## config.mk

```make
export PLATFORM = sky130hd
export DESIGN_NAME = dump_line_field_splitter_unit
export DESIGN_NICKNAME = d
export VERILOG_FILES = /design/src/hdl/dlfs_pkg.sv /design/src/hdl/dlfs_ctrl.sv /design/src/hdl/dlfs_datapath.sv /design/src/hdl/dump_line_field_splitter_unit.sv
export SDC_FILE = /design/constraint.sdc
export NUM_CORES = 1
export LEC_CHECK = 0
export BUFFER_PORTS_ARGS = -buffer_cell sky130_fd_sc_hd__buf_2
export CAP_MARGIN = 25
export CORE_MARGIN = 3
export CORE_UTILIZATION = 62
export CTS_CLUSTER_DIAMETER = 80
export DETAILED_ROUTE_END_ITERATION = 7
export GPL_TIMING_DRIVEN = 0
export PLACE_DENSITY_LB_ADDON = 0.05
export SLEW_MARGIN = 20
export SYNTH_ARGS = -nofsm -noshare
export SYNTH_HDL_FRONTEND = slang
export SYNTH_SLANG_ARGS = --single-unit
```

## constraint.sdc

```tcl
create_clock -name clock -period 4.5 [get_ports clock]
set_clock_uncertainty 0.1 [all_clocks]
set_input_delay 1.35 -clock clock [delete_from_list [all_inputs] [get_ports clock]]
set_output_delay 1.35 -clock clock [all_outputs]
set_load 0.02 [all_outputs]
```

## src/hdl/dlfs_pkg.sv

```systemverilog
// Shared constants, types and helpers for the dump line field splitter.
package dlfs_pkg;

   // Default depth of the held whitespace buffer
   localparam int DEF_SPACE_DEPTH = 16;

   // Escape name storage
   localparam int          NAME_MAX_LEN  = 5;
   localparam logic [2:0]  NAME_TOO_LONG = 3'd6;

   // Special characters
   localparam logic [7:0] CH_CARET = 8'h5E;
   localparam logic [7:0] CH_TILDE = 8'h7E;
   localparam logic [7:0] CH_CR    = 8'h0D;
   localparam logic [7:0] CH_LF    = 8'h0A;
   localparam logic [7:0] CH_SPACE = 8'h20;
   localparam logic [7:0] CH_TAB   = 8'h09;
   localparam logic [7:0] CH_VT    = 8'h0B;
   localparam logic [7:0] CH_FF    = 8'h0C;

   // Controller states
   typedef enum logic [2:0] {
      ST_IDLE,
      ST_DECODE,
      ST_FLUSH_RD,
      ST_FLUSH_WR,
      ST_EMIT_CHAR,
      ST_EMIT_END
   } state_type;

   // What the decoded word asks for
   typedef enum logic [1:0] {
      ACT_NONE,
      ACT_CHAR,
      ACT_END
   } action_type;

   // Controller to datapath
   typedef struct packed {
      logic capture;
      logic decode;
      logic flush_read;
      logic flush_emit;
      logic emit_char;
      logic emit_end;
      logic finish;
   } dp_cmd_type;

   // Datapath to controller
   typedef struct packed {
      action_type kind;
      logic       flush_needed;
      logic       flush_last;
      logic       out_free;
   } dp_stat_type;

   // Whitespace: space, tab, CR, LF, VT, FF
   function automatic logic is_ws(input logic [7:0] c);
      return (c == CH_SPACE) || (c == CH_TAB) || (c == CH_LF) || (c == CH_CR) ||
             (c == CH_VT) || (c == CH_FF);
   endfunction

endpackage

```

## src/hdl/dlfs_ctrl.sv

```systemverilog
// Controller state machine of the dump line field splitter.
module dlfs_ctrl (
   input  logic                 clock,
   input  logic                 reset,
   input  logic                 req_valid,
   output logic                 req_stall,
   output dlfs_pkg::dp_cmd_type cmd,
   input  dlfs_pkg::dp_stat_type stat
);
   import dlfs_pkg::*;

   state_type state_ff, state_in;

   // State register
   always_ff @(posedge clock) begin
      if (reset) begin
         state_ff <= ST_IDLE;
      end else begin
         state_ff <= state_in;
      end
   end

   // Next state
   always_comb begin
      state_in = state_ff;
      unique case (state_ff)
         ST_IDLE: begin
            if (req_valid) state_in = ST_DECODE;
         end
         ST_DECODE: begin
            case (stat.kind)
               ACT_END:  state_in = ST_EMIT_END;
               ACT_CHAR: state_in = stat.flush_needed ? ST_FLUSH_RD : ST_EMIT_CHAR;
               default:  state_in = ST_IDLE;
            endcase
         end
         ST_FLUSH_RD: begin
            state_in = ST_FLUSH_WR;
         end
         ST_FLUSH_WR: begin
            if (stat.out_free) state_in = stat.flush_last ? ST_EMIT_CHAR : ST_FLUSH_RD;
         end
         ST_EMIT_CHAR, ST_EMIT_END: begin
            if (stat.out_free) state_in = ST_IDLE;
         end
         default: state_in = ST_IDLE;
      endcase
   end

   // Outputs
   always_comb begin
      cmd       = '0;
      req_stall = 1'b1;
      unique case (state_ff)
         ST_IDLE: begin
            req_stall   = 1'b0;
            cmd.capture = req_valid;
         end
         ST_DECODE: begin
            cmd.decode = 1'b1;
            cmd.finish = (stat.kind == ACT_NONE);
         end
         ST_FLUSH_RD: begin
            cmd.flush_read = 1'b1;
         end
         ST_FLUSH_WR: begin
            cmd.flush_emit = stat.out_free;
         end
         ST_EMIT_CHAR: begin
            cmd.emit_char = stat.out_free;
            cmd.finish    = stat.out_free;
         end
         ST_EMIT_END: begin
            cmd.emit_end = stat.out_free;
            cmd.finish   = stat.out_free;
         end
         default: begin
            cmd = '0;
         end
      endcase
   end

endmodule

```

## src/hdl/dlfs_datapath.sv

```systemverilog
// Datapath of the dump line field splitter: escape name, whitespace buffer, output word.
module dlfs_datapath #(
   parameter int SPACE_DEPTH = dlfs_pkg::DEF_SPACE_DEPTH
) (
   input  logic                  clock,
   input  logic                  reset,
   input  dlfs_pkg::dp_cmd_type  cmd,
   output dlfs_pkg::dp_stat_type stat,
   input  logic [7:0]            req_char_in,
   input  logic                  req_last_in_line,
   output logic                  rsp_valid,
   input  logic                  rsp_stall,
   output logic [7:0]            rsp_out_char,
   output logic                  rsp_has_char,
   output logic                  rsp_value_end,
   output logic                  rsp_ws_overflow
);
   import dlfs_pkg::*;

   localparam int CW = $clog2(SPACE_DEPTH + 2);
   localparam int IW = (SPACE_DEPTH > 1) ? $clog2(SPACE_DEPTH) : 1;
   localparam logic [CW-1:0] DEPTH_C = CW'(SPACE_DEPTH);

   // Captured word
   logic [7:0] char_ff;
   logic       last_ff;

   // Line state
   logic          in_escape_ff;
   logic [7:0]    name_ff [NAME_MAX_LEN];
   logic [2:0]    esc_len_ff;
   logic          seen_text_ff;
   logic [CW-1:0] pend_cnt_ff;
   logic          overflow_ff;

   // Whitespace buffer and flush control
   logic [7:0]    pend_mem [SPACE_DEPTH];
   logic [7:0]    rd_data_ff;
   logic [CW-1:0] held_ff;
   logic [CW-1:0] ptr_ff;
   logic [7:0]    val_ff;

   // Output word
   logic       out_valid_ff;
   logic [7:0] out_char_ff;
   logic       out_has_ff;
   logic       out_end_ff;
   logic       out_ovf_ff;

   // Decode signals
   logic          esc_close;
   logic          ins_valid;
   logic [7:0]    ins_char;
   logic          vc_valid;
   logic [7:0]    vc_char;
   logic          vc_ws;
   logic          is_end;
   logic [CW-1:0] held_in;
   logic          out_free;

   // Escape name lookup
   always_comb begin
      ins_valid = 1'b0;
      ins_char  = 8'h00;
      if (esc_len_ff == 3'd3 && name_ff[0] == "E" && name_ff[1] == "S" &&
          name_ff[2] == "C") begin
         ins_valid = 1'b1;
         ins_char  = CH_CARET;
      end else if (esc_len_ff == 3'd5 && name_ff[0] == "T" && name_ff[1] == "I" &&
                   name_ff[2] == "L" && name_ff[3] == "D" && name_ff[4] == "E") begin
         ins_valid = 1'b1;
         ins_char  = CH_TILDE;
      end else if (esc_len_ff == 3'd2 && name_ff[0] == "C" && name_ff[1] == "R") begin
         ins_valid = 1'b1;
         ins_char  = CH_CR;
      end else if (esc_len_ff == 3'd2 && name_ff[0] == "L" && name_ff[1] == "F") begin
         ins_valid = 1'b1;
         ins_char  = CH_LF;
      end
   end

   // Classify the captured word
   always_comb begin
      esc_close = in_escape_ff && (char_ff == CH_TILDE);
      is_end    = !in_escape_ff && (char_ff == CH_CARET);
      vc_valid  = (esc_close && ins_valid) ||
                  (!in_escape_ff && char_ff != CH_CARET && char_ff != CH_CR &&
                   char_ff != CH_LF && char_ff != CH_TILDE);
      vc_char   = esc_close ? ins_char : char_ff;
      vc_ws     = is_ws(vc_char);
      held_in   = (pend_cnt_ff > DEPTH_C) ? DEPTH_C : pend_cnt_ff;
      out_free  = !out_valid_ff || !rsp_stall;
   end

   // Status to controller
   always_comb begin
      if (is_end)                  stat.kind = ACT_END;
      else if (vc_valid && !vc_ws) stat.kind = ACT_CHAR;
      else                         stat.kind = ACT_NONE;
      stat.flush_needed = (held_in != '0);
      stat.flush_last   = ((ptr_ff + CW'(1)) == held_ff);
      stat.out_free     = out_free;
   end

   // Captured word register
   always_ff @(posedge clock) begin
      if (cmd.capture) begin
         char_ff <= req_char_in;
         last_ff <= req_last_in_line;
      end
   end

   // Escape name bytes
   always_ff @(posedge clock) begin
      if (cmd.decode && in_escape_ff && !esc_close && esc_len_ff < 3'(NAME_MAX_LEN)) begin
         name_ff[esc_len_ff] <= char_ff;
      end
   end

   // Whitespace buffer write and flush read
   always_ff @(posedge clock) begin
      if (cmd.decode && vc_valid && vc_ws && seen_text_ff && pend_cnt_ff < DEPTH_C) begin
         pend_mem[pend_cnt_ff[IW-1:0]] <= vc_char;
      end
      if (cmd.flush_read) begin
         rd_data_ff <= pend_mem[ptr_ff[IW-1:0]];
      end
   end

   // Flush bookkeeping and pending character
   always_ff @(posedge clock) begin
      if (cmd.decode && vc_valid && !vc_ws) begin
         held_ff <= held_in;
         val_ff  <= vc_char;
      end
      if (reset) begin
         ptr_ff <= '0;
      end else if (cmd.decode) begin
         ptr_ff <= '0;
      end else if (cmd.flush_emit) begin
         ptr_ff <= ptr_ff + CW'(1);
      end
   end

   // Line state
   always_ff @(posedge clock) begin
      if (reset) begin
         in_escape_ff <= 1'b0;
         esc_len_ff   <= '0;
         seen_text_ff <= 1'b0;
         pend_cnt_ff  <= '0;
         overflow_ff  <= 1'b0;
      end else if (cmd.finish && last_ff) begin
         // line end clears everything
         in_escape_ff <= 1'b0;
         esc_len_ff   <= '0;
         seen_text_ff <= 1'b0;
         pend_cnt_ff  <= '0;
         overflow_ff  <= 1'b0;
      end else if (cmd.decode) begin
         // escape name collection
         if (in_escape_ff && !esc_close) begin
            esc_len_ff <= (esc_len_ff < 3'(NAME_MAX_LEN)) ? esc_len_ff + 3'd1
                                                          : NAME_TOO_LONG;
         end
         if (esc_close) begin
            in_escape_ff <= 1'b0;
            esc_len_ff   <= '0;
         end
         if (!in_escape_ff && char_ff == CH_TILDE) begin
            in_escape_ff <= 1'b1;
            esc_len_ff   <= '0;
         end
         // whitespace is held, text releases it
         if (vc_valid && vc_ws && seen_text_ff) begin
            pend_cnt_ff <= (pend_cnt_ff < DEPTH_C) ? pend_cnt_ff + CW'(1)
                                                   : DEPTH_C + CW'(1);
         end
         if (vc_valid && !vc_ws) begin
            if (pend_cnt_ff > DEPTH_C) overflow_ff <= 1'b1;
            pend_cnt_ff  <= '0;
            seen_text_ff <= 1'b1;
         end
      end else if (cmd.emit_end) begin
         seen_text_ff <= 1'b0;
         pend_cnt_ff  <= '0;
         overflow_ff  <= 1'b0;
      end
   end

   // Output word register
   always_ff @(posedge clock) begin
      if (reset) begin
         out_valid_ff <= 1'b0;
      end else if (cmd.flush_emit || cmd.emit_char || cmd.emit_end) begin
         out_valid_ff <= 1'b1;
      end else if (!rsp_stall) begin
         out_valid_ff <= 1'b0;
      end
   end

   always_ff @(posedge clock) begin
      if (cmd.flush_emit || cmd.emit_char) begin
         out_char_ff <= cmd.flush_emit ? rd_data_ff : val_ff;
         out_has_ff  <= 1'b1;
         out_end_ff  <= 1'b0;
         out_ovf_ff  <= 1'b0;
      end else if (cmd.emit_end) begin
         out_char_ff <= 8'h00;
         out_has_ff  <= 1'b0;
         out_end_ff  <= 1'b1;
         out_ovf_ff  <= overflow_ff;
      end
   end

   assign rsp_valid       = out_valid_ff;
   assign rsp_out_char    = out_char_ff;
   assign rsp_has_char    = out_has_ff;
   assign rsp_value_end   = out_end_ff;
   assign rsp_ws_overflow = out_ovf_ff;

endmodule

```

## src/hdl/dump_line_field_splitter_unit.sv

```systemverilog
// Top level of the dump line field splitter.
//
// Input channel req_: one byte of a dump line per word, with req_last_in_line
// on the final byte. A word is taken when req_valid is high and req_stall low.
// Result channel rsp_: one value character per word (rsp_has_char), or a
// value-end marker (rsp_value_end) with rsp_ws_overflow set if inner
// whitespace of that value was dropped.
// A byte that yields nothing is only captured and decoded; a byte that yields
// a character or value end is also loaded into the output register; a
// character that releases held whitespace bytes first sends them out through
// the registered read port of the whitespace buffer (one read, then one
// output load, per held byte). The first result word is loaded after the
// decode state, or after a flush read when held whitespace goes first.
// The output register lets the next byte be taken while a result waits;
// when rsp_stall is high the word holds and the controller waits.
// Reset clears the line state and the output register; the whitespace
// buffer and escape name storage need no clearing.
module dump_line_field_splitter_unit #(
   parameter int SPACE_DEPTH = dlfs_pkg::DEF_SPACE_DEPTH
) (
   input  logic       clock,
   input  logic       reset,
   input  logic       req_valid,
   output logic       req_stall,
   input  logic [7:0] req_char_in,
   input  logic       req_last_in_line,
   output logic       rsp_valid,
   input  logic       rsp_stall,
   output logic [7:0] rsp_out_char,
   output logic       rsp_has_char,
   output logic       rsp_value_end,
   output logic       rsp_ws_overflow
);
   import dlfs_pkg::*;

   dp_cmd_type  cmd;
   dp_stat_type stat;

   // Controller
   dlfs_ctrl u_ctrl (
      .clock     (clock),
      .reset     (reset),
      .req_valid (req_valid),
      .req_stall (req_stall),
      .cmd       (cmd),
      .stat      (stat)
   );

   // Datapath
   dlfs_datapath #(
      .SPACE_DEPTH (SPACE_DEPTH)
   ) u_datapath (
      .clock            (clock),
      .reset            (reset),
      .cmd              (cmd),
      .stat             (stat),
      .req_char_in      (req_char_in),
      .req_last_in_line (req_last_in_line),
      .rsp_valid        (rsp_valid),
      .rsp_stall        (rsp_stall),
      .rsp_out_char     (rsp_out_char),
      .rsp_has_char     (rsp_has_char),
      .rsp_value_end    (rsp_value_end),
      .rsp_ws_overflow  (rsp_ws_overflow)
   );

`ifndef SYNTHESIS
   // one byte at a time: after a take the input closes for decode
   a_one_at_a_time: assert property (@(posedge clock) disable iff (reset)
      (req_valid && !req_stall) |=> req_stall)
      else $error("input taken in back-to-back cycles");

   // a result word is either a character or a value end
   a_kind_exclusive: assert property (@(posedge clock) disable iff (reset)
      rsp_valid |-> (rsp_has_char != rsp_value_end))
      else $error("result word kind is ambiguous");

   // overflow flag only rides on a value end
   a_ovf_on_end: assert property (@(posedge clock) disable iff (reset)
      (rsp_valid && rsp_ws_overflow) |-> rsp_value_end)
      else $error("overflow flag on a character word");
`endif

endmodule
```

* Word level (Yosys, flattened, before mapping) *
Memories as Yosys holds them, arrays and structs flattened. A register that Yosys moved wholly into a read port is not among the register bits.
Cells that the tools add are included.

storage, ports and cells
  register bits = 53
  bits in latches = 0
  memory bits (writable) = 168
  ROM bits = 0
  input port bits = 13
  memories kept = 2

memories
  memory               depth  bits a word  read ports  clocked after memory_dff  wr ports  RTL line             source
  u_datapath.pend_mem  16     8            1           1                         1         dlfs_datapath.sv:37  logic [7:0] pend_mem [SPACE_DEPTH];
  u_datapath.name_ff   5      8            5           0                         1         dlfs_datapath.sv:30  logic [7:0] name_ff [NAME_MAX_LEN];

operators by class
  add/sub/neg operators = 3
  multiply operators = 0
  div/mod/pow operators = 0
  order comparisons = 3
  equal/unequal tests = 42
  shifts and indexed selects = 0
  multiplexer cells = 53
  bitwise logic cells = 0
  reductions and logical operators = 63

operators with widths
  kind                 count
  $eq 8x7->1 const B   14
  $mux 8               7
  $eq 8x4->1 const B   5
  $logic_and 1x1->1    33
  $mux 5               6
  $mux 3               9
  $mux 1               26
  $ne 8x4->1 const B   2
  $ne 8x7->1 const B   2
  $pmux 3 s5           1
  $eq 3x2->1 const B   4
  $add 5x1->5 const B  2
  $eq 3x3->1 const B   3
  $logic_or 1x1->1     9
  $eq 8x6->1 const B   1
  $reduce_and 2->1     4
  $ne 2x1->1 const B   3
  $ne 2x2->1 const B   3
  $pmux 3 s2           1
  $reduce_and 3->1     2
  $reduce_bool 2->1    3
  $reduce_or 2->1      3
  $eq 5x5->1           1
  $gt 5x5->1 const B   1
  15 further kinds     19

* Longest topological paths before layout *
Gate-level depths: netlist of run 1.
An unclocked memory read counts as a cell.

  word-level depth = 24
  gate-level depth with buffers = 12

* Modules after synthesis *
Synthesis of run 1 repeated with hierarchy kept, for this count alone.

unflattened totals
  cell total of the unflattened synthesis = 590
  area total of the unflattened synthesis = 9,591.7 um^2

modules (own cells, without submodules)
  module         instances  cells an instance  area each (um^2)  sequential area each (um^2)
  dlfs_datapath  1          545                9,232.6           6,586.3
  dlfs_ctrl      1          45                 359.1             60.1

* Worst setup path after synthesis of run 1 *
Ideal clock, no wire load.

  path type = reg-to-reg
  start point = mem u_datapath.name_ff[1][7]
  end point = mem u_datapath.pend_mem[10][0], enable pin
  library setup time = 370 ps
  arrival time = 3,091 ps
  data required time = 4,030 ps
  setup slack = 939 ps
  stages on the path, launching flop included = 10
  path buffers = 0
  clock period less this slack = 3,561 ps
  cell sequence = edfxtp_1 > or3b_1 > or3_1 > o41ai_4 > o31a_1 > o21ai_1 > o21ai_4 > nor3b_4 > nand2_1 > nor2_1

RTL lines
  element      RTL line
  from (decl)  dlfs_datapath.sv:30
  to (decl)    dlfs_datapath.sv:37

==> flow_results.xml, run 1 <==
<?xml version="1.0" encoding="UTF-8"?>
<metrics>
  <group name="drt">
    <metric name="ant_nets" unit="">0</metric>
    <metric name="avgViaCountPerCell" unit="">6.27</metric>
    <metric name="avgRoutedWirePerCell" unit="um">22.4</metric>
    <metric name="detail_route.first_pass.iterations" unit="">5</metric>
    <metric name="vias" unit="">5130</metric>
    <metric name="route.final.wire_length" unit="um">18300</metric>
    <metric name="drc" unit="">0</metric>
    <metric name="drt_iter0_markers" unit="">519</metric>
  </group>
  <group name="yosys">
    <metric name="total_number_of_yosys_warnings" unit="">0</metric>
    <metric name="synth_commonest_cells" unit="">sky130_fd_sc_hd__edfxtp_1, sky130_fd_sc_hd__nor2_1, sky130_fd_sc_hd__mux4_2, sky130_fd_sc_hd__nand2_1, sky130_fd_sc_hd__dfxtp_1</metric>
    <metric name="synth-simple-area-share" unit="">0.0989</metric>
    <metric name="dominantRegCellSynth" unit="">sky130_fd_sc_hd__edfxtp_1</metric>
    <metric name="synth-edff-count" unit="">206</metric>
    <metric name="yosys.area_share.xor_xnor" unit="">0.00848</metric>
    <metric name="synth.cell_area" unit="um^2">9300</metric>
    <metric name="yosys.area.top_type_share" unit="">0.665</metric>
    <metric name="syn_inst" unit="">565</metric>
    <metric name="synth.most_common_cell" unit="">sky130_fd_sc_hd__edfxtp_1</metric>
    <metric name="synthDominantAreaCellType" unit="">sky130_fd_sc_hd__edfxtp_1</metric>
    <metric name="synth_top_cells_by_area" unit="">sky130_fd_sc_hd__edfxtp_1, sky130_fd_sc_hd__mux4_2, sky130_fd_sc_hd__dfxtp_1</metric>
    <metric name="synth-seq-cells" unit="">229</metric>
    <metric name="synth-seq-area-share" unit="">0.715</metric>
    <metric name="postSynthNetCount" unit="">587</metric>
    <metric name="post_synth_mux_area_share" unit="">0.0980</metric>
    <metric name="synthArstFlopShare" unit="">0</metric>
    <metric name="adder_and_majority_cell_fraction_of_the_synthesized_area" unit="">0.0121</metric>
    <metric name="synth_top_family_by_area" unit="">simple AND/OR/NAND/NOR gates</metric>
    <metric name="synth_cell_types" unit="">58</metric>
    <metric name="synth_compound_area_frac" unit="">0.0540</metric>
    <metric name="synth_area_per_cell" unit="um^2">16.5</metric>
  </group>
  <group name="setup_path">
    <metric name="critical_path_class" unit="">flop to flop</metric>
    <metric name="cp-end-kind" unit="">flop</metric>
    <metric name="worst-path-max-fanout" unit="">18</metric>
    <metric name="critical_path_required" unit="ns">4.52</metric>
    <metric name="setup.worst_path.start_class" unit="">flop</metric>
    <metric name="crit_arrival" unit="ns">4.43</metric>
  </group>
  <group name="cells_and_area">
    <metric name="layout-drive-gt1-share" unit="">0.207</metric>
    <metric name="area.growth.synth_to_final" unit="%">11.8</metric>
    <metric name="final_nets" unit="">641</metric>
    <metric name="final_util" unit="">0.712</metric>
    <metric name="antenna-diode-count" unit="">0</metric>
    <metric name="nFillCells" unit="">902</metric>
  </group>
  <group name="timing">
    <metric name="final_hold_viol_count" unit="">0</metric>
    <metric name="final_critical_path_setup_slack" unit="ns">0.0973</metric>
    <metric name="timing_worst_slew_pin_value" unit="ns">1.02</metric>
    <metric name="finalMaxSlewViolations" unit="">0</metric>
    <metric name="timing.final.crit_share" unit="">0.978</metric>
    <metric name="setup-violations-final" unit="">0</metric>
    <metric name="rsz0062_at_grt" unit="">true</metric>
    <metric name="clock_period_minus_worst_slack" unit="ns">4.40</metric>
    <metric name="fmax" unit="MHz">227</metric>
    <metric name="max_slew_margin" unit="">0.319</metric>
  </group>
  <group name="cts">
    <metric name="cts-root-to-sink-buffers" unit="">3</metric>
    <metric name="h-tree-depth" unit="">1</metric>
    <metric name="total_cts_buffers" unit="">22</metric>
    <metric name="clock-sinks" unit="">229</metric>
    <metric name="post-cts-setup-buffer-count" unit="">0</metric>
    <metric name="clkSlewWorstSetupHoldPaths" unit="ns">0.06</metric>
    <metric name="cts_tree" unit="">yes</metric>
    <metric name="clockRootBuffer" unit="">sky130_fd_sc_hd__clkbuf_16</metric>
    <metric name="worst_skew_pair.late_latency" unit="ns">0.51</metric>
  </group>
  <group name="pwr">
    <metric name="power.ir.vdd_worst" unit="mV">0.386</metric>
    <metric name="pwr-share-seq" unit="">0.571</metric>
    <metric name="switching_power" unit="W">0.000882</metric>
    <metric name="comb_power_share" unit="">0.034</metric>
    <metric name="power_leakage" unit="nW">3.26</metric>
    <metric name="clock_network_power_share" unit="">0.395</metric>
    <metric name="power.density_cell_area" unit="nW/um^2">402</metric>
    <metric name="intPower" unit="W">0.00329</metric>
    <metric name="switching_share" unit="">0.211</metric>
  </group>
  <group name="floorplan">
    <metric name="core.rowCount" unit="">44</metric>
    <metric name="initial_core_util" unit="">0.637</metric>
    <metric name="die_area" unit="um^2">16500</metric>
    <metric name="die_h" unit="um">128</metric>
    <metric name="io_pins" unit="">26</metric>
    <metric name="core" unit="um^2">14600</metric>
    <metric name="die_width" unit="um">128</metric>
  </group>
  <group name="hold_path">
    <metric name="holdCritPathClass" unit="">flop to flop</metric>
  </group>
  <group name="global_route">
    <metric name="initial_antenna_violation_count" unit="">1</metric>
    <metric name="grtUsageMet1" unit="">0.318</metric>
    <metric name="grtUsageTotal" unit="">0.228</metric>
    <metric name="globalRouteMet3Util" unit="">0.0394</metric>
    <metric name="use_met2" unit="">0.373</metric>
    <metric name="grt_pass1_wl" unit="um">28200</metric>
    <metric name="grt_max_degree" unit="">20</metric>
    <metric name="grt.busiest_layer" unit="">met2</metric>
    <metric name="globalRouteOverflowTotal" unit="">0</metric>
    <metric name="first_global_vias" unit="">4982</metric>
  </group>
  <group name="flow_run">
    <metric name="drv.max_cap_violation_count" unit="">0</metric>
  </group>
  <group name="place">
    <metric name="numPortBuffers" unit="">25</metric>
    <metric name="post_place_setup_slack" unit="ns">-0.140</metric>
    <metric name="hpwlAfterDp" unit="um">12100</metric>
    <metric name="place_congestion" unit="">0.856</metric>
  </group>
  <group name="outcome">
    <metric name="result_of_the_run" unit="">complete, no violations</metric>
  </group>
</metrics>
==> stage by stage <==
stage | TNS (ns) | total power (W) | instance area, um^2 | hold WS [ns] | cells
after global placement | -0.360 | 0.00256 | 9650 | 0.373 | 774
after floorplan | 0 | 0.00251 | 9300 | 0.354 | 565
after global routing | -3.11 | 0.00430 | 10400 | 0.429 | 818
final | 0 | 0.00418 | 10400 | 0.393 | 818
after detailed placement | -7.30 | 0.00257 | 9710 | 0.385 | 778
after CTS | 0 | 0.00419 | 10400 | 0.395 | 817
==> cells by family after synthesis <==
group / count (synthesis)
and+or+nand+nor: 171
adders and majority gates: 9
buffers and inverters: 33
DFF: 229
xor gates and xnor gates: 9
muxes: 41
AOI/OAI and AO/OA: 73
==> registers in the layout, summed over array words and instances, names as in the netlist, 3 cells and up <==
| register | flops |
|---|---|
| u_ctrl.state_ff | 3 |
| u_datapath.ptr_ff | 5 |
| u_datapath.val_ff | 8 |
| u_datapath.held_ff | 5 |
| u_datapath.pend_cnt_ff | 5 |
| u_datapath.char_ff | 8 |
| u_datapath.rd_data_ff | 8 |
| u_datapath.name_ff | 40 |
| u_datapath.rsp_out_char | 8 |
| u_datapath.esc_len_ff | 3 |
| u_datapath.pend_mem | 128 |
==> worst max-delay path, stage by stage, from the launching register on <==
cell	delay, ns
sky130_fd_sc_hd__edfxtp_1	0.36
sky130_fd_sc_hd__nor3b_1	0.47
sky130_fd_sc_hd__nand3_1	0.13
sky130_fd_sc_hd__nor4_1	0.68
sky130_fd_sc_hd__o31a_2	0.53
sky130_fd_sc_hd__o21ai_1	0.18
sky130_fd_sc_hd__o21ai_4	0.26
sky130_fd_sc_hd__nor3b_4	0.37
sky130_fd_sc_hd__nand2_1	0.22
sky130_fd_sc_hd__nor2_1	0.70
==> worst paths after layout <==
path / start / end / slack (ns) / cells past startpoint
worst max-delay path: u_datapath.name_ff[0][7]$_DFFE_PP_ / u_datapath.pend_mem[12][1]$_DFFE_PP_ / 0.1 / 9
worst min-delay path: u_datapath.rsp_value_end$_SDFFE_PP0P_ / u_datapath.rsp_value_end$_SDFFE_PP0P_ / 0.39 / 2
worst max register to register: u_datapath.name_ff[0][7]$_DFFE_PP_ / u_datapath.pend_mem[12][1]$_DFFE_PP_ / 0.1 / 9
worst min register to register: u_datapath.rsp_value_end$_SDFFE_PP0P_ / u_datapath.rsp_value_end$_SDFFE_PP0P_ / 0.39 / 2
==> what timing repair did <==
action | in CTS | in global routing
gates resized for setup | 6 | 7
hold buffers | 0 | 0
setup endpoints to repair | 128 | 96
==> layout make-up <==
| class | instances | area (um^2) | area share |
|---|---|---|---|
| sequential | 229 | 6650 | 0.640 |
| multi-input combinational | 303 | 2580 | 0.249 |
| clock buffer | 24 | 558 | 0.0537 |
| tap | 184 | 230 | 0.0222 |
| timing repair buffer | 30 | 159 | 0.0153 |
| buffer | 24 | 92.6 | 0.00891 |
| clock inverter | 15 | 86.3 | 0.00831 |
| inverter | 9 | 33.8 | 0.00325 |
==> cells in the final DEF, fill, tap and decap left out, drive strengths merged, types with 4 or more instances in the layout <==
cell	synthesis	final
nor2	58	58
clkbuf	18	42
a22oi	8	8
a31oi	6	6
nor3b	6	6
o21ai	18	18
xor2	7	7
buf	6	36
a21oi	21	21
ha	9	9
mux4	40	40
or3	4	4
nor2b	6	6
nand3	16	16
nand2b	5	5
edfxtp	206	206
nand4	8	8
and2	4	4
nor4b	4	4
dfxtp	23	23
nor4	11	11
nand2	27	27
clkinv	0	13
inv	9	10
==> per-layer routing <==
metal	up-vias	part of all wire
li1	2343	-
met1	2543	0.41
met2	199	0.49
met3	43	0.069
met4	2	0.024
met5	-	0.00060
==> power by group through the flow <==
stage               Combinational, W  Sequential [W]  Clock (W)
global route                0.000154         0.00239    0.00176
CTS                         0.000141         0.00238    0.00167
detailed placement          0.000140         0.00243          0
finish                      0.000142         0.00238    0.00165
floorplan                  0.0000737         0.00243          0
global placement            0.000133         0.00243          0
No activity file was read; power rests on OpenSTA's default activity.
==> run 2, diff against run 1 <==
CELL_PAD_IN_SITES_DETAIL_PLACEMENT = 1   (was not set)
CELL_PAD_IN_SITES_GLOBAL_PLACEMENT = 1   (was not set)
CORE_UTILIZATION = 53   (was 62)
==> run 2 against run 1 <==
Against the previous run: cell count up 5.0%; register-to-register slack better by 0.15 ns; worst setup slack better by 0.15 ns; count of clock-buffer cells in the layout up 9; sequential power about the same; sequential cell count unchanged; combinational power up 4%; sequential share of layout area down 0.96 points; die area up 16%; largest cell class unchanged; largest power group unchanged.
==> flow_results.xml, run 2 (synthesis gave the netlist of run 1 again) <==
<?xml version="1.0" encoding="UTF-8"?>
<metrics>
  <group name="outcome">
    <metric name="result_of_the_run" unit="">complete, no violations</metric>
  </group>
  <group name="cts">
    <metric name="clockRootBuffer" unit="">sky130_fd_sc_hd__clkbuf_16</metric>
    <metric name="h-tree-depth" unit="">1</metric>
    <metric name="worst_skew_pair.late_latency" unit="ns">0.51</metric>
    <metric name="cts_hold_buf" unit="">0</metric>
    <metric name="cts_tree" unit="">yes</metric>
    <metric name="total_cts_buffers" unit="">24</metric>
    <metric name="clkSlewWorstSetupHoldPaths" unit="ns">0.06</metric>
    <metric name="post-cts-setup-buffer-count" unit="">0</metric>
    <metric name="cts-root-to-sink-buffers" unit="">3</metric>
    <metric name="clock-sinks" unit="">229</metric>
  </group>
  <group name="setup_path">
    <metric name="rr_startpoint" unit="">u_datapath.esc_len_ff[1]$_SDFFE_PP0P_</metric>
    <metric name="worst_r2r_path_depth" unit="">11</metric>
    <metric name="critPathBufInv" unit="">1</metric>
    <metric name="r2r-end" unit="">u_datapath.pend_mem[13][3]$_DFFE_PP_</metric>
    <metric name="critical_path_class" unit="">flop to flop</metric>
    <metric name="critPathTopFamily" unit="">simple AND/OR/NAND/NOR gates</metric>
    <metric name="setup.worst_path.start_class" unit="">flop</metric>
    <metric name="worst_path_largest_cell_delay" unit="ns">0.53</metric>
    <metric name="regToRegSetupSlack" unit="ns">0.25</metric>
    <metric name="critical_path_required" unit="ns">4.53</metric>
    <metric name="cp-end-kind" unit="">flop</metric>
    <metric name="crit_arrival" unit="ns">4.29</metric>
    <metric name="worst-path-max-fanout" unit="">18</metric>
    <metric name="critical-path-slowest-cell" unit="">sky130_fd_sc_hd__nor2_2</metric>
    <metric name="critical_path.cell_chain" unit="">inv_1 -&gt; ha_1 -&gt; and4_1 -&gt; nand4_1 -&gt; o41ai_4 -&gt; o31a_2 -&gt; a211oi_2 -&gt; o21ai_4 -&gt; nor3b_4 -&gt; nand2_1 -&gt; nor2_2</metric>
  </group>
  <group name="drt">
    <metric name="drt_iter0_markers" unit="">325</metric>
    <metric name="route.final.wire_length" unit="um">20400</metric>
    <metric name="avgViaCountPerCell" unit="">6.03</metric>
    <metric name="total_met2_wirelength_after_detailed_routing" unit="um">10100</metric>
    <metric name="ant_nets" unit="">0</metric>
    <metric name="vias" unit="">5180</metric>
    <metric name="wl_met1" unit="um">8870</metric>
    <metric name="detail_route.first_pass.iterations" unit="">7</metric>
    <metric name="highest_layer" unit="">met4</metric>
    <metric name="met3_length" unit="um">1090</metric>
    <metric name="drc" unit="">0</metric>
    <metric name="avgRoutedWirePerCell" unit="um">23.8</metric>
  </group>
  <group name="place">
    <metric name="dpl_cell_area" unit="um^2">9770</metric>
    <metric name="numPortBuffers" unit="">25</metric>
    <metric name="place_congestion" unit="">0.802</metric>
    <metric name="hpwlAfterDp" unit="um">13800</metric>
  </group>
  <group name="global_route">
    <metric name="grtUsageTotal" unit="">0.218</metric>
    <metric name="grt_pass1_wl" unit="um">32600</metric>
    <metric name="grt_max_degree" unit="">20</metric>
    <metric name="first_global_vias" unit="">5575</metric>
    <metric name="initial_antenna_violation_count" unit="">0</metric>
    <metric name="globalRouteOverflowTotal" unit="">0</metric>
  </group>
  <group name="timing">
    <metric name="rsz0062_at_grt" unit="">false</metric>
    <metric name="final_hold_viol_count" unit="">0</metric>
    <metric name="whs" unit="ns">0.407</metric>
    <metric name="clock_period_minus_worst_slack" unit="ns">4.25</metric>
    <metric name="timing.final.crit_share" unit="">0.945</metric>
    <metric name="max_slew_margin" unit="">0.341</metric>
    <metric name="tns" unit="ns">0</metric>
    <metric name="fmax" unit="MHz">235</metric>
    <metric name="timing_worst_slew_pin_value" unit="ns">0.981</metric>
    <metric name="finalMaxSlewViolations" unit="">0</metric>
    <metric name="setup-violations-final" unit="">0</metric>
  </group>
  <group name="pwr">
    <metric name="power.density_cell_area" unit="nW/um^2">407</metric>
    <metric name="power_leakage" unit="nW">3.29</metric>
    <metric name="power.ir.vdd_worst" unit="mV">0.321</metric>
  </group>
  <group name="floorplan">
    <metric name="die_width" unit="um">138</metric>
    <metric name="initial_core_util" unit="">0.551</metric>
    <metric name="die_h" unit="um">138</metric>
    <metric name="core.rowCount" unit="">47</metric>
    <metric name="die_area" unit="um^2">19200</metric>
    <metric name="io_pins" unit="">26</metric>
    <metric name="core" unit="um^2">16900</metric>
  </group>
  <group name="cells_and_area">
    <metric name="final_util" unit="">0.625</metric>
    <metric name="largest_register_ff_count" unit="">128</metric>
    <metric name="area.growth.synth_to_final" unit="%">13.5</metric>
    <metric name="layout-drive-gt1-share" unit="">0.219</metric>
    <metric name="layout.cell_area.non_filler" unit="um^2">10500</metric>
    <metric name="layout_commonest_cell" unit="">sky130_fd_sc_hd__edfxtp_1</metric>
    <metric name="antenna-diode-count" unit="">0</metric>
    <metric name="layout_common_cells" unit="">sky130_fd_sc_hd__edfxtp_1, sky130_fd_sc_hd__nor2_1, sky130_fd_sc_hd__mux4_2</metric>
    <metric name="nFillCells" unit="">1503</metric>
    <metric name="final_nets" unit="">645</metric>
  </group>
  <group name="flow_run">
    <metric name="drv.max_cap_violation_count" unit="">0</metric>
  </group>
  <group name="hold_path">
    <metric name="holdCritPathClass" unit="">flop to flop</metric>
    <metric name="hold_path_depth" unit="">2</metric>
    <metric name="hold_start" unit="">u_datapath.rsp_value_end$_SDFFE_PP0P_</metric>
    <metric name="min_delay_worst_endpoint" unit="">u_datapath.rsp_value_end$_SDFFE_PP0P_</metric>
  </group>
</metrics>
-- run 2: changes by cell type in the layout (fill, tap and decap cells not counted), moves of 2 or more --
cell                        change
sky130_fd_sc_hd__nor2_2         +4
sky130_fd_sc_hd__clkinv_2       -2
sky130_fd_sc_hd__clkbuf_1       +6
sky130_fd_sc_hd__nor2_4         +2
sky130_fd_sc_hd__nor2_1         -6
sky130_fd_sc_hd__clkinv_1       -2
sky130_fd_sc_hd__clkbuf_16      +3
sky130_fd_sc_hd__buf_4          +2
-- run 2: through the flow --
step                setup slack, ns  cells  power (W)
finish                        0.247    859    0.00429
global route                 0.0420    859    0.00445
detailed placement           -0.527    816    0.00258
CTS                         -0.0972    858    0.00433
global placement             -0.267    810    0.00256
floorplan                     0.939    565    0.00251
-- run 2: repair_timing --
item | 4_1_cts | 5_1_grt
gates cloned | 0 | 0
setup endpoints to repair | 128 | 128
endpoints found under the hold margin | 0 | 0
gates resized for setup | 15 | 9
-- run 2: cell type report --
type / instances / area (um^2) / share of cell area
clock buffers: 33 / 656 / 0.0622
well taps: 220 / 275 / 0.0261
multi-input cells: 303 / 2630 / 0.249
flip-flops and latches: 229 / 6650 / 0.630
clock inverters: 9 / 42.5 / 0.00403
repair buffers: 32 / 174 / 0.0165
inverters: 9 / 33.8 / 0.00320
plain buffers: 24 / 92.6 / 0.00878
-- run 2: report_power, final --
| group | total (W) | switching (W) | internal [W] |
|---|---|---|---|
| clock network | 0.00176 | 0.000749 | 0.00101 |
| registers | 0.00238 | 0.0000298 | 0.00235 |
| logic | 0.000147 | 0.000105 | 0.0000418 |
-- run 2: worst max path at each step --
stage / slack [ns] / start / to / cells after the start
2_1_floorplan: 0.94 / u_datapath.name_ff[1][7]$_DFFE_PP_ / u_datapath.pend_mem[10][0]$_DFFE_PP_ / 9
3_3_place_gp: -0.27 / u_datapath.name_ff[0][7]$_DFFE_PP_ / u_datapath.pend_mem[6][2]$_DFFE_PP_ / 9
3_5_place_dp: -0.53 / u_datapath.name_ff[0][7]$_DFFE_PP_ / u_datapath.pend_mem[1][4]$_DFFE_PP_ / 9
4_1_cts: -0.1 / u_datapath.name_ff[0][7]$_DFFE_PP_ / u_datapath.pend_mem[2][7]$_DFFE_PP_ / 9
5_1_grt: 0.04 / u_datapath.esc_len_ff[1]$_SDFFE_PP0P_ / u_datapath.pend_mem[11][1]$_DFFE_PP_ / 11
6_report: 0.25 / u_datapath.esc_len_ff[1]$_SDFFE_PP0P_ / u_datapath.pend_mem[13][3]$_DFFE_PP_ / 11
-- run 2: tightest hold or removal path: stages, from the launching register on --
cell and delay (ns):
sky130_fd_sc_hd__dfxtp_1 0.32, sky130_fd_sc_hd__o21ai_0 0.07, sky130_fd_sc_hd__a21oi_1 0.07
-- run 2: layer usage --
metal,vias up,global-route usage
li1,2359,-
met1,2633,0.312
met2,160,0.365
met3,28,0.0311
met4,0,0.0411
met5,-,0
==> run 3, diff against run 2 <==
CORE_UTILIZATION = 57   (was 53)
SKIP_LAST_GASP = 1   (was not set)
clock period = 5.15 ns   (was 4.5 ns; I/O delays follow)
==> run 3 against run 2 <==
Against the previous run: cell count fell by 0.81%; first-iteration DRC count rose by 36%; critical path type unchanged; critical endpoint is now u_datapath.pend_mem[8][0]$_DFFE_PP_; hold slack barely moved; largest cell class unchanged.
==> flow_results.xml, run 3 (synthesis gave the netlist of run 1 again) <==
<?xml version="1.0" encoding="UTF-8"?>
<metrics>
  <group name="timing">
    <metric name="rsz0062_at_grt" unit="">false</metric>
    <metric name="tns" unit="ns">0</metric>
    <metric name="timing.final.crit_share" unit="">0.893</metric>
    <metric name="final_hold_viol_count" unit="">0</metric>
    <metric name="fmax" unit="MHz">218</metric>
    <metric name="finalMaxSlewViolations" unit="">0</metric>
    <metric name="max_slew_margin" unit="">0.382</metric>
    <metric name="clock_period_minus_worst_slack" unit="ns">4.60</metric>
    <metric name="timing_worst_slew_pin_value" unit="ns">0.922</metric>
    <metric name="setup-violations-final" unit="">0</metric>
  </group>
  <group name="cts">
    <metric name="worst_skew_pair.late_latency" unit="ns">0.50</metric>
    <metric name="clockRootBuffer" unit="">sky130_fd_sc_hd__clkbuf_16</metric>
    <metric name="cts-root-to-sink-buffers" unit="">3</metric>
    <metric name="cts_tree" unit="">yes</metric>
    <metric name="clock-sinks" unit="">229</metric>
    <metric name="total_cts_buffers" unit="">23</metric>
    <metric name="post-cts-setup-buffer-count" unit="">0</metric>
    <metric name="h-tree-depth" unit="">1</metric>
    <metric name="clkSlewWorstSetupHoldPaths" unit="ns">0.06</metric>
    <metric name="cts_hold_buf" unit="">0</metric>
    <metric name="post_cts.resized_instances" unit="">0</metric>
  </group>
  <group name="place">
    <metric name="numPortBuffers" unit="">25</metric>
    <metric name="placedCellCount" unit="">810</metric>
    <metric name="hpwlAfterDp" unit="um">14000</metric>
    <metric name="dpl_cell_area" unit="um^2">9740</metric>
    <metric name="place_congestion" unit="">0.826</metric>
  </group>
  <group name="drt">
    <metric name="drt_iter0_markers" unit="">441</metric>
    <metric name="drc" unit="">0</metric>
    <metric name="ant_nets" unit="">0</metric>
    <metric name="detail_route.first_pass.iterations" unit="">5</metric>
    <metric name="avgViaCountPerCell" unit="">6.17</metric>
    <metric name="avgRoutedWirePerCell" unit="um">24.6</metric>
    <metric name="route.final.wire_length" unit="um">20900</metric>
    <metric name="vias" unit="">5257</metric>
  </group>
  <group name="global_route">
    <metric name="grt_pass1_wl" unit="um">32600</metric>
    <metric name="grt_max_degree" unit="">20</metric>
    <metric name="first_global_vias" unit="">5458</metric>
    <metric name="grtUsageTotal" unit="">0.241</metric>
    <metric name="globalRouteOverflowTotal" unit="">0</metric>
    <metric name="initial_antenna_violation_count" unit="">0</metric>
  </group>
  <group name="setup_path">
    <metric name="worst-path-max-fanout" unit="">18</metric>
    <metric name="critical_path_class" unit="">flop to flop</metric>
    <metric name="crit_arrival" unit="ns">4.61</metric>
    <metric name="setup.worst_path.start_class" unit="">flop</metric>
    <metric name="critical_path_required" unit="ns">5.17</metric>
    <metric name="cp-end-kind" unit="">flop</metric>
  </group>
  <group name="cells_and_area">
    <metric name="largest_register_ff_count" unit="">128</metric>
    <metric name="area.growth.synth_to_final" unit="%">12.7</metric>
    <metric name="layout_commonest_cell" unit="">sky130_fd_sc_hd__edfxtp_1</metric>
    <metric name="layout-drive-gt1-share" unit="">0.193</metric>
    <metric name="final_util" unit="">0.657</metric>
    <metric name="nFillCells" unit="">1432</metric>
    <metric name="layout_common_cells" unit="">sky130_fd_sc_hd__edfxtp_1, sky130_fd_sc_hd__nor2_1, sky130_fd_sc_hd__mux4_2</metric>
    <metric name="antenna-diode-count" unit="">0</metric>
    <metric name="final_nets" unit="">643</metric>
    <metric name="fin_cells" unit="">852</metric>
    <metric name="layout.cell_area.non_filler" unit="um^2">10500</metric>
  </group>
  <group name="floorplan">
    <metric name="io_pins" unit="">26</metric>
    <metric name="die_area" unit="um^2">17900</metric>
    <metric name="die_h" unit="um">134</metric>
    <metric name="initial_core_util" unit="">0.583</metric>
    <metric name="die_width" unit="um">134</metric>
    <metric name="core.rowCount" unit="">46</metric>
    <metric name="core" unit="um^2">15900</metric>
  </group>
  <group name="outcome">
    <metric name="result_of_the_run" unit="">complete, no violations</metric>
  </group>
  <group name="pwr">
    <metric name="power.density_cell_area" unit="nW/um^2">362</metric>
    <metric name="fin_total_pwr" unit="W">0.00379</metric>
    <metric name="power_leakage" unit="nW">3.30</metric>
    <metric name="power.ir.vdd_worst" unit="mV">0.290</metric>
  </group>
  <group name="hold_path">
    <metric name="holdCritPathClass" unit="">flop to flop</metric>
  </group>
  <group name="flow_run">
    <metric name="drv.max_cap_violation_count" unit="">0</metric>
  </group>
</metrics>
[run 3: path summary, 6_finish.rpt]
| check | from | cells past startpoint | slack [ns] | endpoint |
|---|---|---|---|---|
| worst max-delay path | u_datapath.esc_len_ff[1]$_SDFFE_PP0P_ | 11 | 0.55 | u_datapath.pend_mem[8][0]$_DFFE_PP_ |
| worst min-delay path | u_datapath.rsp_value_end$_SDFFE_PP0P_ | 2 | 0.41 | u_datapath.rsp_value_end$_SDFFE_PP0P_ |
| worst max register to register | u_datapath.esc_len_ff[1]$_SDFFE_PP0P_ | 11 | 0.55 | u_datapath.pend_mem[8][0]$_DFFE_PP_ |
| worst min register to register | u_datapath.rsp_value_end$_SDFFE_PP0P_ | 2 | 0.41 | u_datapath.rsp_value_end$_SDFFE_PP0P_ |
[run 3: critical path, cell delays in order (launching register included)]
cell and delay (ns):
sky130_fd_sc_hd__dfxtp_1 0.42, sky130_fd_sc_hd__inv_1 0.21, sky130_fd_sc_hd__ha_1 0.17, sky130_fd_sc_hd__and4_1 0.20
sky130_fd_sc_hd__nand4_1 0.17, sky130_fd_sc_hd__o41ai_4 0.51, sky130_fd_sc_hd__and2_1 0.71, sky130_fd_sc_hd__nand2_1 0.20
sky130_fd_sc_hd__o21ai_4 0.18, sky130_fd_sc_hd__nor3b_4 0.37, sky130_fd_sc_hd__nand2_1 0.24, sky130_fd_sc_hd__nor2_1 0.72
[run 3: routing by layer]
metal,wire [um],track usage
met1,9040,0.346
met2,10500,0.405
met3,1040,0.0276
met4,377,0.0514
met5,0,0
[run 3: cell type report]
type,instances,area [um^2],share of cell area
sequential,229,6650,0.635
multi-input combinational,303,2570,0.245
clock buffer,29,598,0.0571
tap,216,270,0.0258
timing repair buffer,31,160,0.0153
clock inverter,11,105,0.0100
buffer,24,92.6,0.00884
inverter,9,33.8,0.00323
[run 3: power by group]
group / switching, W / internal [W]
sequential: 0.0000266 / 0.00206
combinational: 0.0000943 / 0.0000361
clock: 0.000660 / 0.000919
[run 3: per-stage QoR]
stage	hold slack (ns)	setup slack, ns
floorplan	0.354	1.59
CTS	0.411	0.280
detailed placement	0.406	0.339
global route	0.454	0.130
finish	0.407	0.554
global placement	0.374	0.529
